File: src/rtl/scs_div.sv
// scs_div: restoring divider for a proper fraction, 30 quotient bits, one a cycle
// no dependencies
module scs_div (
	input  logic        clk,
	input  logic        arst_n,
	input  logic        start,
	input  logic [63:0] dividend,
	input  logic [63:0] divisor,
	output logic        done,
	output logic [29:0] quotient
);
	logic [29:0] q_q;
	logic [63:0] r_q;
	logic [63:0] d_q;
	logic [4:0]  cnt_q;
	logic        busy_q;
	logic [64:0] sh;
	logic [64:0] diff;

	assign sh   = {r_q, 1'b0};
	assign diff = sh - {1'b0, d_q};

	always_ff @(posedge clk or negedge arst_n) begin
		if (!arst_n) begin
			busy_q <= 1'b0;
			done   <= 1'b0;
			cnt_q  <= '0;
		end else begin
			done <= 1'b0;
			if (start) begin
				busy_q <= 1'b1;
				cnt_q  <= 5'd30;
			end else if (busy_q) begin
				cnt_q <= cnt_q - 5'd1;
				if (cnt_q == 5'd1) begin
					busy_q <= 1'b0;
					done   <= 1'b1;
				end
			end
		end
	end

	always_ff @(posedge clk) begin
		if (start) begin
			q_q <= '0;
			r_q <= dividend;
			d_q <= divisor;
		end else if (busy_q) begin
			if (sh >= {1'b0, d_q}) begin
				r_q <= diff[63:0];
				q_q <= {q_q[28:0], 1'b1};
			end else begin
				r_q <= sh[63:0];
				q_q <= {q_q[28:0], 1'b0};
			end
		end
	end

	assign quotient = q_q;
endmodule

File: config.mk
export PLATFORM = sky130hd
export DESIGN_NAME = scs_div
export DESIGN_NICKNAME = d
export VERILOG_FILES = /design/src/rtl/scs_div.sv
export SDC_FILE = /design/constraint.sdc
export NUM_CORES = 1
export LEC_CHECK = 0
export CAP_MARGIN = 10
export CORE_MARGIN = 5
export CORE_UTILIZATION = 40
export CTS_CLUSTER_DIAMETER = 100
export DETAILED_ROUTE_END_ITERATION = 8
export DONT_BUFFER_PORTS = 1
export SETUP_SLACK_MARGIN = 0.05
export SLEW_MARGIN = 20
export SYNTH_ARGS = -nofsm -noshare
export SYNTH_HDL_FRONTEND = slang
export SYNTH_SLANG_ARGS = --single-unit
File: constraint.sdc
create_clock -name clk -period 5.75 [get_ports clk]
set_input_delay 0.575 -clock clk [delete_from_list [all_inputs] [get_ports clk]]
set_output_delay 0.575 -clock clk [all_outputs]
set_load 0.01 [all_outputs]
==> out/qor.yml <==
status: "complete, no violations"
fin_crit_ns: 4.07
cts_tree: "built"
drc: 0
via_per_inst: 5.55
initial_core_util_pct: 40.2
synth_edf_count: 128
wl_per_cell_um: 18.2
synth_async_sr_flop_share_pct: 4.24
grt_max_degree: 206
timing.fmax_mhz: 246
hp-class: "in -> reg"
yosysSeqAreaShare_pct: 43.0
hold_viol_final: 0
place_area_sq_um: 10900
io_buffer_count: 0
slowest_stage: "o21a_4"
place.gp.congestion: 0.867
p_leak_nw: 4.84
start_kind: "flop"
fp.dieW_um: 174
synth_simple_gate_area_share_pct: 12.9
cts_buffers: 17
ir_drop_mv: 0.208
required_ns: 5.93
cts_resized: 0
num_rows: 60
worst-path-max-fanout: 64
finalSetupViolations: 0
tns_ns: 0
clock_latency_ns: 0.44
fill_cells: 2605
synthAdderAreaFrac_pct: 7.88
drt_iter0_markers: 563
slowest_delay_ns: 0.62
fin_ws_ns: 1.68
synth_xor_area_share_pct: 4.81
synthesis.area_sq_um: 10700
fp.dieArea_sq_um: 30200
avgSynthCellArea_sq_um: 9.50
io_pins: 162
tightest_slew_ns: 0.960
area_delta_synth_final_pct: 7.06
core_region_area_sq_um: 26700
die_h_um: 174
syn_inst: 1130
finish.instance_area_sq_um: 11500
maxCapViolations: 0
muxShareOfSynthArea_pct: 5.81
synth_top_family_by_area: "compound AO/OA/AOI/OAI gates"
synth_seq_cells: 165
slew_headroom_pct: 36.0
cts_buffer_depth: 2
clk_root_buffer_cell: "clkbuf_16"
hpwlAfterDp_um: 19000
grt_pass1_vias: 7791
cts_htree_levels: 4
postRouteAntennaNets: 0
min_period_over_period_pct: 70.7
ctsHoldBuffers: 1
grt_setup_unrepaired: "false"
synth_compound_area_share_pct: 18.8
end_kind: "flop"
antenna_found_initial: 9
ys.flop_type: "edfxtp_1"
power_per_cell_area_nw_per_um2: 556
cts_sinks: 165
path_clk_slew_ns: 0.07
vias: 8037
nets: 1289
ys.warnings.count: 0
grt_usage_pct: 17.0
synth_fp_nets: 1328
crit_arrival_ns: 4.25
synth_cell_types: 73
finalWirelength_um: 26300
first_pass_iters: 5
pre_cts_ws_ns: 1.71
criticalPathCategory: "reg -> reg"
grt_overflow_total: 0
path_cells: "ha_1 -> a21o_1 -> o21bai_1 -> a221o_1 -> a31oi_1 -> a2bb2oi_2 -> o21ai_2 -> a31oi_4 -> o21a_4 -> buf_4 -> o21ai_0 -> mux2_2"
whs_ns: 0.227
grt_pass1_wl_um: 41600
layout-drive-gt1-share_pct: 7.88
post-cts-setup-buffer-count: 0
finClkSkew_ns: 0.0168
timing.final.max_slew_violations: 0
finalPower_mw: 6.39
-- power breakdown --
part / internal (mW) / total [mW] / switching [mW]
clock: 0.646 / 1.15 / 0.507
combinational: 1.40 / 3.41 / 2.01
sequential: 1.66 / 1.82 / 0.163
-- state kept, by name (all words and copies together), names as in the netlist --
signal / count
busy_q: 1
quotient: 30
cnt_q: 5
d_q: 64
done: 1
r_q: 64
-- synth_stat cells (19+ instances only) --
library cell / instances / share of area [%]
clkbuf_1: 30 / 1.0
nor2_1: 86 / 3.0
ha_1: 66 / 7.7
xnor2_1: 32 / 2.6
o21ai_0: 70 / 3.3
a21oi_1: 113 / 5.3
a21o_1: 25 / 1.7
mux2i_1: 32 / 3.0
edfxtp_1: 128 / 36
xor2_1: 27 / 2.2
buf_2: 19 / 0.89
dfxtp_1: 30 / 5.6
a211oi_1: 24 / 1.7
inv_1: 109 / 3.8
nand2_1: 86 / 3.0
nand4_1: 25 / 1.5
mux2_2: 27 / 2.8
-- final cells by class --
class	instances	area, sq um	share of cell area, %
multi-input combinational	792	5410	47.0
sequential	165	4620	40.2
clock buffer	24	524	4.56
tap	341	427	3.71
inverter	109	409	3.56
clock inverter	8	57.6	0.501
timing repair buffer	6	47.5	0.413
antenna	3	7.51	0.0653
-- cells in the final DEF, fill, tap and decap left out, drive strengths merged, types with 4 or more instances in the layout --
| cell | instances |
|---|---|
| a211oi | 25 |
| clkbuf | 24 |
| buf | 5 |
| o21bai | 10 |
| a21o | 25 |
| mux2i | 32 |
| nor2b | 11 |
| o21a | 5 |
| nand4 | 26 |
| o21ai | 82 |
| and2 | 4 |
| inv | 117 |
| nand2 | 86 |
| a31oi | 14 |
| nor4 | 5 |
| edfxtp | 128 |
| mux2 | 27 |
| nand3 | 15 |
| o211ai | 8 |
| dfrtp | 7 |
| xnor2 | 32 |
| a221o | 6 |
| ha | 66 |
| or3 | 5 |
| nor3 | 11 |
| or2 | 4 |
| o31ai | 4 |
| nor2 | 86 |
| nand2b | 14 |
| dfxtp | 30 |
| xor2 | 27 |
| nor3b | 4 |
| and3 | 6 |
| a21oi | 114 |
-- routing by layer --
layer / share of wire, % / up-vias / GRT usage [%]
met5: 0.36 / - / 0
met4: 1.6 / 14 / 4.98
met3: 6.0 / 36 / 5.41
met2: 43 / 185 / 25.4
met1: 49 / 3805 / 23.8
li1: - / 3997 / -
-- logic make-up after synthesis --
| family | Yosys count |
|---|---|
| multiplexers | 59 |
| flip-flops | 165 |
| buffers and inverters | 173 |
| AO/OA/AOI/OAI | 319 |
| AND/OR/NAND/NOR | 288 |
| adder cells (fa/ha/maj) | 67 |
| XOR/XNOR | 59 |
-- worst paths after layout --
kind | start | endpoint | slack [ns] | cells after the start
setup / recovery | r_q[35] | r_q[45] | 1.68 | 12
hold / removal | divisor[62] | d_q[62] | 0.23 | 0
setup reg to reg | r_q[35] | r_q[45] | 1.68 | 12
hold reg to reg | cnt_q[4] | cnt_q[4] | 0.54 | 2
max in group asynchronous | arst_n | busy_q | 4.99 | 1
min in group asynchronous | arst_n | done | 0.48 | 1
-- through the flow --
step	instances	utilization [%]
after floorplan	1130	-
after global placement	1412	40.8
after detailed placement	1412	40.8
after CTS	1445	43.0
after global routing	1447	43.0
final	1448	43.0
-- critical path, delay by kind of cell (launching register included) --
kind | cells | cell delay [ns]
AO/OA/AOI/OAI | 9 | 2.28
adder cells (fa/ha/maj) | 1 | 0.42
flip-flops | 1 | 0.39
buffers and inverters | 1 | 0.38
multiplexers | 1 | 0.27
Power figures use the tool's default switching activity.
