[config.mk]
export PLATFORM = sky130hd
export DESIGN_NAME = scs_sqrt
export DESIGN_NICKNAME = d
export VERILOG_FILES = /design/src/rtl/scs_pkg.sv /design/src/rtl/scs_sqrt.sv
export SDC_FILE = /design/constraint.sdc
export NUM_CORES = 1
export LEC_CHECK = 0
export BUFFER_PORTS_ARGS = -buffer_cell sky130_fd_sc_hd__buf_2
export CAP_MARGIN = 20
export CORE_ASPECT_RATIO = 1.4
export CORE_MARGIN = 4
export CORE_UTILIZATION = 57
export CTS_CLUSTER_SIZE = 16
export DETAILED_ROUTE_END_ITERATION = 16
export PLACE_DENSITY = 0.78
export SETUP_SLACK_MARGIN = 0.3
export SYNTH_ARGS = -nofsm -noshare
export SYNTH_HDL_FRONTEND = slang
export SYNTH_SLANG_ARGS = --single-unit
[constraint.sdc]
create_clock -name clk -period 3.52 [get_ports clk]
set_input_delay 0.704 -clock clk [delete_from_list [all_inputs] [get_ports clk]]
set_output_delay 0.704 -clock clk [all_outputs]
set_load 0.02 [all_outputs]
[src/rtl/scs_pkg.sv]
// scs_pkg: shared types and constants for the sparse cosine similarity unit
// no dependencies
package scs_pkg;

	localparam int IDX_W = 24;
	localparam int VAL_W = 32;
	localparam int ACC_W = 64;
	localparam int COS_W = 32;

	typedef enum logic [1:0] {
		KIND_A      = 2'd0,
		KIND_B      = 2'd1,
		KIND_FINISH = 2'd2,
		KIND_NONE   = 2'd3
	} kind_t;

	typedef struct packed {
		logic [1:0]       kind;
		logic [IDX_W-1:0] index;
		logic [VAL_W-1:0] value;
	} in_word_t;

	typedef struct packed {
		logic [ACC_W-1:0] dot_product;
		logic [COS_W-1:0] cosine;
		logic             zero_norm;
		logic             overflow;
		logic             order_error;
	} out_word_t;

	typedef enum logic [3:0] {
		ST_IDLE,
		ST_A_SQ,
		ST_B_SQ,
		ST_B_CMP,
		ST_B_MUL,
		ST_FIN_SQA,
		ST_FIN_WA,
		ST_FIN_SQB,
		ST_FIN_WB,
		ST_FIN_MUL,
		ST_FIN_DEN,
		ST_FIN_DIV,
		ST_OUT
	} state_t;

	localparam logic signed [ACC_W-1:0] S64_MAX = {1'b0, {(ACC_W-1){1'b1}}};
	localparam logic signed [ACC_W-1:0] S64_MIN = {1'b1, {(ACC_W-1){1'b0}}};
	localparam logic [COS_W-1:0]        COS_ONE = 32'h4000_0000;

endpackage

[src/rtl/scs_sqrt.sv]
// scs_sqrt: iterative 64-bit integer square root, one result bit a cycle
// depends on scs_pkg
module scs_sqrt (
	input  logic                clk,
	input  logic                arst_n,
	input  logic                start,
	input  logic [63:0]         radicand,
	output logic                done,
	output logic [31:0]         root
);
	import scs_pkg::*;

	logic [63:0] rem_q;
	logic [31:0] root_q;
	logic [5:0]  cnt_q;
	logic        busy_q;
	logic [65:0] trial;
	logic [65:0] shifted;
	logic [63:0] radicand_q;

	assign shifted = {rem_q, radicand_q[63:62]};
	assign trial   = {32'd0, root_q, 2'b01};

	always_ff @(posedge clk or negedge arst_n) begin
		if (!arst_n) begin
			busy_q <= 1'b0;
			done   <= 1'b0;
			cnt_q  <= '0;
		end else begin
			done <= 1'b0;
			if (start) begin
				busy_q <= 1'b1;
				cnt_q  <= 6'd32;
			end else if (busy_q) begin
				cnt_q <= cnt_q - 6'd1;
				if (cnt_q == 6'd1) begin
					busy_q <= 1'b0;
					done   <= 1'b1;
				end
			end
		end
	end

	always_ff @(posedge clk) begin
		if (start) begin
			rem_q      <= '0;
			root_q     <= '0;
			radicand_q <= radicand;
		end else if (busy_q) begin
			radicand_q <= {radicand_q[61:0], 2'b00};
			if (shifted >= trial) begin
				rem_q  <= 64'(shifted - trial);
				root_q <= {root_q[30:0], 1'b1};
			end else begin
				rem_q  <= shifted[63:0];
				root_q <= {root_q[30:0], 1'b0};
			end
		end
	end

	assign root = root_q;
endmodule

==> results of run 1 <==
[path summary, 6_finish.rpt]
check	startpoint	end	slack (ns)	depth (start not counted)
worst max-delay path	root[21]	rem_q[43]	0.45	13
max in group asynchronous	arst_n	busy_q	3.23	1
worst min-delay path	arst_n	cnt_q[1]	0.10	1
worst max register to register	root[21]	rem_q[43]	0.45	13
min in group clk	rem_q[54]	rem_q[54]	0.49	2
worst min register to register	rem_q[54]	rem_q[54]	0.49	2
[registers in the layout (all words and copies together), names as in the netlist]
signal and flops:
busy_q 1, cnt_q 6, done 1, radicand_q 64
rem_q 64, root 32
[per-layer routing]
metal,global-route usage,part of all wire
met1,0.277,0.40
met2,0.440,0.51
met3,0.0495,0.053
met4,0.105,0.032
met5,0,0
[logic make-up after synthesis]
| logic type | after synthesis | synth area share |
|---|---|---|
| adder cells (fa/ha/maj) | 36 | 0.0467 |
| AND/OR/NAND/NOR | 349 | 0.176 |
| buffers and inverters | 110 | 0.0454 |
| multiplexers | 98 | 0.110 |
| flip-flops | 168 | 0.419 |
| AO/OA/AOI/OAI | 213 | 0.154 |
| XOR/XNOR | 54 | 0.0490 |
[area by class of cell]
class / count / area, sq um / share of cell area
inverters: 47 / 176 / 0.0155
clock inverters: 15 / 173 / 0.0152
multi-input cells: 750 / 5370 / 0.472
repair buffers: 150 / 918 / 0.0808
well taps: 203 / 254 / 0.0224
clock buffers: 17 / 425 / 0.0374
flip-flops and latches: 168 / 4050 / 0.356
[power by group through the flow]
stage | Clock, W | Sequential, W | Combinational, W
after floorplan | 0 | 0.00278 | 0.00409
after global placement | 0 | 0.00285 | 0.00532
after detailed placement | 0 | 0.00285 | 0.00541
after CTS | 0.00195 | 0.00282 | 0.00549
after global routing | 0.00204 | 0.00289 | 0.00645
final | 0.00192 | 0.00284 | 0.00587
[per-stage QoR]
stage | hold WS (ns) | instance area, sq um | worst slack [ns] | instances
floorplan | 0.408 | 9660 | 0.285 | 1028
detailed placement | 0.479 | 10500 | 0.185 | 1313
CTS | 0.0933 | 11200 | 0.299 | 1345
global route | 0.0964 | 11400 | 0.280 | 1350
global placement | 0.465 | 10500 | 0.271 | 1313
finish | 0.101 | 11400 | 0.447 | 1350
[layout by cell type, fill, tap and decap left out, types with 17 or more instances in the layout]
cell / n
nand2_1: 102
clkbuf_16: 17
buf_4: 49
buf_2: 98
edfxtp_1: 64
a211oi_1: 24
xnor2_1: 28
a21oi_1: 42
mux2_2: 62
ha_1: 20
a21o_1: 22
inv_1: 45
dfxtp_1: 94
xor2_1: 26
mux2i_1: 36
nor3_1: 20
nor2_1: 118
nand4_1: 17
o21ai_0: 43
[timing repair]
item / 4_1_cts / 5_1_grt
gates resized for setup: 5 / 48
setup buffers: 0 / 5
hold endpoints to repair: 0 / 0
pin swaps: 2 / 11
setup endpoints to repair: 18 / 64
==> metrics.md, run 1 <==
| Metric | Value |
|---|---|
| Leakage | `4.84 nW` |
| Sw Ratio | `0.423` |
| Chip Width | `118 um` |
| Register bit count reported by yosys | `168` |
| Synth warn | `0` |
| 1st-iter DRT viols | `588` |
| Core area | `16,700 sq um` |
| Clock-pin transition on the worst setup and hold timing paths | `0.07 ns` |
| Combinational power share | `0.552` |
| Clock skew | `0.0132 ns` |
| Post-synthesis sequential area ratio | `0.419` |
| IO buf count | `99` |
| DR vias | `8,071` |
| F_max | `0.325 GHz` |
| Int Power | `0.00614 W` |
| Cells after synthesis | `1,028` |
| Area grow syn2layout | `17.7%` |
| Clk sinks | `168` |
| Via/cell ratio | `5.98` |
| RSZ-0062 raised after global routing | `yes` |
| Starting Density | `0.579` |
| Power per standard cell area | `936 nW/um^2` |
| Dominant cells by area after synthesis | `dfxtp_1, edfxtp_1, mux2_2, ha_1, nor2_1` |
| CTS tree | `built` |
| GP Congestion | `0.937` |
| GRT overflow | `0` |
| Startpoint Class | `register` |
| Net count, final | `1,237` |
| Crit path buf inv count | `3` |
| Synthesized Nets | `1,131` |
| Total die area | `19,100 sq um` |
| TritonCTS Buffers | `17` |
| Final setup violation count | `0` |
| Req. time, crit path | `3.87 ns` |
| Commonest cells post-synth | `nor2_1, nand2_1, dfxtp_1, edfxtp_1, mux2_2` |
| Max incr delay on CP | `0.40 ns` |
| Clock Power Share | `0.180` |
| Layout cells sized above 1 | `0.275` |
| Antenna diodes | `0` |
| Part of the power in registers | `0.267` |
| Final Cycle Share | `0.873` |
| Fin crit period | `3.07 ns` |
| Total Neg Setup Slack | `0 ns` |
| Avg Cell Area, Syn | `9.39 sq um` |
| Initial antenna violation count | `0` |
| Mapped Area | `9660 sq um` |
| Number of global-route vias before repair | `7,973` |
| Max-slew headroom | `0.451` |
| CP max FO | `8` |
| Drt wl/cell | `17.1 um` |
| Cts hold-fix bufs | `0` |
| Slowest cell on crit path | `ha_2` |
| Largest net degree at the start of global routing | `104` |
| Crit path kind | `reg2reg` |
| First-pass GRT wire length | `38.4 mm` |
| FP Rows | `56` |
| Total power after layout | `0.0106 W` |
| Number of flops mapped to enable cells by yosys | `64` |
| 1st-pass router iterations | `5` |
| Routed Antenna Nets | `0` |
| Worst slew pin tran | `0.824 ns` |
| Synth Flop Type | `dfxtp_1` |
| Crit path max-delay family | `simple AND/OR/NAND/NOR gates` |
| DRC violation count after routing | `0` |
| Status | `complete, no violations` |
| Synth top area share | `0.199` |
| Peak supply drop | `0.000427 V` |
| Final hold vios | `0` |
| Crit path cell chain | `inv_1 -> ha_2 -> and4_2 -> and4_1 -> nand3_1 -> o31ai_4 -> nor4_4 -> buf_4 -> a21oi_2 -> nor4b_4 -> buf_4 -> nand3_1 -> a311oi_1` |
| Worst Setup End Kind | `register` |
| Yosys top cell by area | `dfxtp_1` |
| Fill count | `1,298` |
| Max cap viols | `0` |
| Overall Global Routing Usage | `0.243` |
| H-tree depth | `4` |
| Die Ht | `162 um` |
| Switching component of the power | `0.00449 W` |
| Detail Placement HPWL | `16.2 mm` |
| Arr. time, crit path | `3.43 ns` |
| Async SR Flop Fraction | `0.0476` |
| Worst-skew pair later-pin latency | `0.44 ns` |
| CTS max path bufs | `2` |
| Netlist cell types | `67` |
| Slew Viols, Final | `0` |
| Top-count cell post-synth | `nor2_1` |
| Post-Route WL | `23.1 mm` |
| Finished Core Util | `0.681` |
| # IOs | `100` |
| CTS root buf | `clkbuf_16` |
| Worst min-delay path category | `in2async` |
Note: power is estimated with default switching activity, not from simulation.
==> run 2, diff against run 1 <==
==> constraint.sdc (replaced) <==
create_clock -name clk -period 3.52 [get_ports clk]
set_input_delay 0.176 -clock clk [delete_from_list [all_inputs] [get_ports clk]]
set_output_delay 0.176 -clock clk [all_outputs]
set_load 0.02 [all_outputs]
==> run 2 against run 1 <==
Compared with the run above:
- flip-flop and latch count unchanged
- global-route usage about the same
- combinational power down 3%
- die area is the same
- total power down 0.64%
- fmax up 0.44%
- critical path depth shrank 2
- via count decreased by 1.5%
==> metrics.md, run 2 (synthesis results as in run 1) <==
| Metric | Value |
|---|---|
| Post-Place Cells | `1,302` |
| GP Congestion | `0.879` |
| Post-route cell area | `11,300 sq um` |
| Total Neg Setup Slack | `0 ns` |
| # IOs | `100` |
| Overall Global Routing Usage | `0.243` |
| TritonCTS Buffers | `17` |
| IO buf count | `99` |
| DR vias | `7,946` |
| Final Cycle Share | `0.869` |
| Layout cells sized above 1 | `0.254` |
| Crit path cell chain | `or4_4 -> nor4b_4 -> nand2_2 -> or3_4 -> nor4_4 -> buf_4 -> a21oi_2 -> buf_4 -> nand4_1 -> xor2_1 -> o21ai_0` |
| Peak supply drop | `0.000477 V` |
| Worst slew pin tran | `0.788 ns` |
| Leakage | `4.80 nW` |
| Worst-skew pair later-pin latency | `0.44 ns` |
| Crit path buf inv count | `2` |
| Worst Setup End Kind | `register` |
| Clock skew | `0.0123 ns` |
| GRT overflow | `0` |
| Max incr delay on CP | `0.58 ns` |
| Status | `complete, no violations` |
| Crit path kind | `reg2reg` |
| CP max FO | `8` |
| Clock-pin transition on the worst setup and hold timing paths | `0.07 ns` |
| Core area | `16,700 sq um` |
| Fin crit period | `3.06 ns` |
| Most common cell after layout, fill and taps aside | `nor2_1` |
| Starting Density | `0.579` |
| Die Ht | `162 um` |
| Startpoint Class | `register` |
| F_max | `0.327 GHz` |
| Finished Core Util | `0.676` |
| Via/cell ratio | `5.94` |
| Final hold vios | `0` |
| Largest net degree at the start of global routing | `122` |
| Non-Filler Instances | `1,337` |
| Post-Route WL | `23.0 mm` |
| Slowest cell on crit path | `or4_4` |
| Total die area | `19,100 sq um` |
| DRC violation count after routing | `0` |
| Drt wl/cell | `17.2 um` |
| Max cap viols | `0` |
| Req. time, crit path | `3.80 ns` |
| H-tree depth | `4` |
| Final setup violation count | `0` |
| Pre-CTS setup slack | `0.196 ns` |
| Commonest non-fill, non-tap cells in the layout | `nor2_1, nand2_1, buf_2, dfxtp_1, edfxtp_1` |
| Final worst slack | `0.460 ns` |
| Crit path max-delay family | `simple AND/OR/NAND/NOR gates` |
| CTS root buf | `clkbuf_16` |
| Placed Area | `10,500 sq um` |
| 1st-pass router iterations | `5` |
| Chip Width | `118 um` |
| Routed Antenna Nets | `0` |
| Clk sinks | `168` |
| Slew Viols, Final | `0` |
| Net count, final | `1,224` |
| Worst min-delay path category | `in2reg` |
| First-pass GRT wire length | `38.2 mm` |
| Max-slew headroom | `0.474` |
| Antenna diodes | `0` |
| 1st-iter DRT viols | `481` |
| Initial antenna violation count | `0` |
| Number of global-route vias before repair | `8,121` |
| CTS max path bufs | `2` |
| Critical Path Most Common Cell | `buf_4` |
| Area grow syn2layout | `16.7%` |
| CTS tree | `built` |
| Arr. time, crit path | `3.34 ns` |
| FP Rows | `56` |
| Power per standard cell area | `937 nW/um^2` |
| RSZ-0062 raised after global routing | `yes` |
| Detail Placement HPWL | `16.0 mm` |
[run 2: through the flow]
| stage | hold WS (ns) | power (W) |
|---|---|---|
| after floorplan | -0.120 | 0.00688 |
| after global placement | 0.0266 | 0.00815 |
| after detailed placement | 0.0324 | 0.00824 |
| after CTS | 0.00837 | 0.0103 |
| after global routing | 0.0244 | 0.0113 |
| final | 0.0204 | 0.0106 |
[run 2: final cells by class]
type / instances / area [sq um]
Fill cell: 1317 / 5410
Multi-Input combinational cell: 750 / 5350
Sequential cell: 168 / 4050
Timing Repair Buffer: 137 / 823
Clock buffer: 17 / 425
Tap cell: 203 / 254
Clock inverter: 15 / 190
Inverter: 47 / 176
[run 2: final timing paths]
kind / start / end / slack [ns] / cells after the start
worst max-delay path: rem_q[48] / rem_q[40] / 0.46 / 11
worst min-delay path: radicand[0] / radicand_q[0] / 0.02 / 2
worst max register to register: rem_q[48] / rem_q[40] / 0.46 / 11
worst min register to register: rem_q[5] / rem_q[5] / 0.49 / 2
max in group asynchronous: arst_n / busy_q / 3.22 / 2
min in group asynchronous: arst_n / cnt_q[2] / 0.11 / 2
[run 2: what timing repair did]
action / 4_1_cts / 5_1_grt
gates cloned: 0 / 0
gates resized for setup: 4 / 40
endpoints found under the setup margin: 15 / 64
setup buffers: 1 / 1
hold buffers: 1 / 0
pin swaps: 2 / 3
hold endpoints to repair: 8 / 0
[run 2: worst reg2reg max path: stages, from the launching register on]
cell     delay [ns]
dfxtp_1        0.38
or4_4          0.58
nor4b_4        0.31
nand2_2        0.12
or3_4          0.37
nor4_4         0.30
buf_4          0.18
a21oi_2        0.07
buf_4          0.19
nand4_1        0.11
xor2_1         0.18
o21ai_0        0.12
[run 2: power breakdown]
part           total (W)  internal (W)  switching, W
combinational    0.00572       0.00256       0.00316
clock            0.00197       0.00108      0.000890
sequential       0.00287       0.00249      0.000381
[run 2: routing by layer]
| metal | vias up | part of all wire | track usage |
|---|---|---|---|
| met1 | 3776 | 0.40 | 0.273 |
| met5 | - | 0 | 0 |
| met4 | 0 | 0.026 | 0.0949 |
| met3 | 52 | 0.051 | 0.0498 |
| met2 | 229 | 0.52 | 0.450 |
| li1 | 3889 | - | - |
==> run 3, diff against run 2 <==
--- a/config.mk
+++ b/config.mk
@@ -12,7 +12,7 @@
 export CORE_UTILIZATION = 57
 export CTS_CLUSTER_SIZE = 16
 export DETAILED_ROUTE_END_ITERATION = 16
-export PLACE_DENSITY = 0.78
+export PLACE_DENSITY = 0.84
 export SETUP_SLACK_MARGIN = 0.3
 export SYNTH_ARGS = -nofsm -noshare
 export SYNTH_HDL_FRONTEND = slang
==> run 3 against run 2 <==
Compared with the run above:
- clock power down 3%
- fmax is 1.6% lower
- largest cell class unchanged
- critical endpoint is now rem_q[47]
- count of clock-buffer cells in the layout is 1 higher
- combinational power is 2% higher
==> metrics.md, run 3 (synthesis results as in run 1) <==
| Metric | Value |
|---|---|
| Drt wl/cell | `17.5 um` |
| Peak supply drop | `0.000481 V` |
| CTS max path bufs | `2` |
| F_max | `0.322 GHz` |
| CP max FO | `8` |
| Arr. time, crit path | `3.45 ns` |
| Routed Antenna Nets | `0` |
| Starting Density | `0.579` |
| Area grow syn2layout | `17.6%` |
| Max cap viols | `0` |
| DR vias | `8,096` |
| Most common cell after layout, fill and taps aside | `nor2_1` |
| Core area | `16,700 sq um` |
| Startpoint Class | `register` |
| 1st-pass router iterations | `5` |
| Pre-CTS setup slack | `0.188 ns` |
| GRT overflow | `0` |
| CTS root buf | `clkbuf_16` |
| TritonCTS Buffers | `17` |
| Antenna diodes | `0` |
| Clock skew | `0.0102 ns` |
| Initial antenna violation count | `0` |
| Final worst slack | `0.411 ns` |
| Hold WS | `0.0255 ns` |
| Die Ht | `162 um` |
| Final Cycle Share | `0.883` |
| Worst min-delay path category | `in2reg` |
| First-pass GRT wire length | `39.1 mm` |
| H-tree depth | `4` |
| Overall Global Routing Usage | `0.248` |
| Leakage | `4.81 nW` |
| Commonest non-fill, non-tap cells in the layout | `nor2_1, nand2_1, buf_2, dfxtp_1, edfxtp_1` |
| Largest net degree at the start of global routing | `113` |
| Slew Viols, Final | `0` |
| Number of global-route vias before repair | `8,139` |
| Worst-skew pair later-pin latency | `0.44 ns` |
| Final setup violation count | `0` |
| RSZ-0062 raised after global routing | `no` |
| Power per standard cell area | `936 nW/um^2` |
| FP Rows | `56` |
| Fill count | `1,284` |
| Net count, final | `1,229` |
| Worst slew pin tran | `0.864 ns` |
| IO buf count | `99` |
| Req. time, crit path | `3.86 ns` |
| DRC violation count after routing | `0` |
| Total die area | `19,100 sq um` |
| 1st-iter DRT viols | `544` |
| Total Neg Setup Slack | `0 ns` |
| Max-slew headroom | `0.424` |
| Layout cells sized above 1 | `0.269` |
| Final hold vios | `0` |
| Chip Width | `118 um` |
| Clock-pin transition on the worst setup and hold timing paths | `0.07 ns` |
| Worst Setup End Kind | `register` |
| Fin crit period | `3.11 ns` |
| GP Congestion | `0.911` |
| Post-Route WL | `23.5 mm` |
| Crit path kind | `reg2reg` |
| # IOs | `100` |
| Clk sinks | `168` |
| Status | `complete, no violations` |
| CTS tree | `built` |
| Via/cell ratio | `6.03` |
| Detail Placement HPWL | `16.3 mm` |
-- run 3: changes by cell type in the layout (fill, tap and decap cells not counted), moves of 3 or more --
| cell | delta |
|---|---|
| a21oi_1 | -5 |
| a21oi_2 | +4 |
| buf_4 | +4 |
| ha_1 | -3 |
| ha_2 | +3 |
| inv_6 | +3 |
-- run 3: repair_timing --
| item | in CTS | in global routing |
|---|---|---|
| buffers inserted | 1 | 2 |
| pin swaps | 1 | 4 |
| endpoints found under the hold margin | 8 | 0 |
| setup endpoints to repair | 15 | 62 |
| hold buffers | 1 | 0 |
| gates resized for setup | 5 | 55 |
-- run 3: area by class of cell --
class	count	area, sq um	area share
Inverter	47	176	0.0155
Timing Repair Buffer	142	865	0.0762
Tap cell	203	254	0.0224
Multi-Input combinational cell	750	5420	0.477
Sequential cell	168	4050	0.357
Clock buffer	18	429	0.0378
Clock inverter	14	163	0.0143
-- run 3: worst paths after layout --
| path | slack [ns] | from | cells past startpoint | endpoint |
|---|---|---|---|---|
| worst max register to register | 0.41 | root[23] | 13 | rem_q[47] |
| worst min register to register | 0.49 | rem_q[8] | 2 | rem_q[8] |
| worst max-delay path | 0.41 | root[23] | 13 | rem_q[47] |
| max in group asynchronous | 3.21 | arst_n | 2 | busy_q |
| worst min-delay path | 0.03 | radicand[0] | 2 | radicand_q[0] |
| min in group asynchronous | 0.12 | arst_n | 2 | busy_q |
-- run 3: critical path, stage by stage (launching register included) --
cell and delay [ns]:
dfxtp_1 0.37, inv_1 0.06, ha_2 0.42, and4_4 0.29, and4_1 0.26, nand3_1 0.16
o31ai_4 0.26, nor4_4 0.08, buf_4 0.16, a21oi_2 0.21, nor4b_4 0.24, buf_4 0.18
nand3_1 0.08, a311oi_1 0.26
-- run 3: metal layers --
layer | vias up | track usage | part of all wire
met4 | 0 | 0.106 | 0.032
met5 | - | 0 | 0
met2 | 266 | 0.443 | 0.52
li1 | 3907 | - | -
met3 | 66 | 0.0610 | 0.059
met1 | 3857 | 0.281 | 0.39
-- run 3: where the power goes --
part	switching, W	total (W)	leakage, nW	internal, W
clock	0.000839	0.00191	0.284	0.00107
combinational	0.00326	0.00586	2.96	0.00260
sequential	0.000379	0.00287	1.56	0.00249
total	0.00448	0.0106	4.81	0.00616
-- run 3: metrics by stage --
| stage | total power [W] | area (sq um) | instances | util |
|---|---|---|---|---|
| 3_3_place_gp | 0.00811 | 10500 | 1306 | 0.629 |
| 4_1_cts | 0.0102 | 11100 | 1340 | 0.667 |
| 2_1_floorplan | 0.00688 | 9660 | 1028 | - |
| 6_report | 0.0106 | 11400 | 1342 | 0.681 |
| 3_5_place_dp | 0.00821 | 10500 | 1306 | 0.629 |
| 5_1_grt | 0.0114 | 11400 | 1342 | 0.681 |
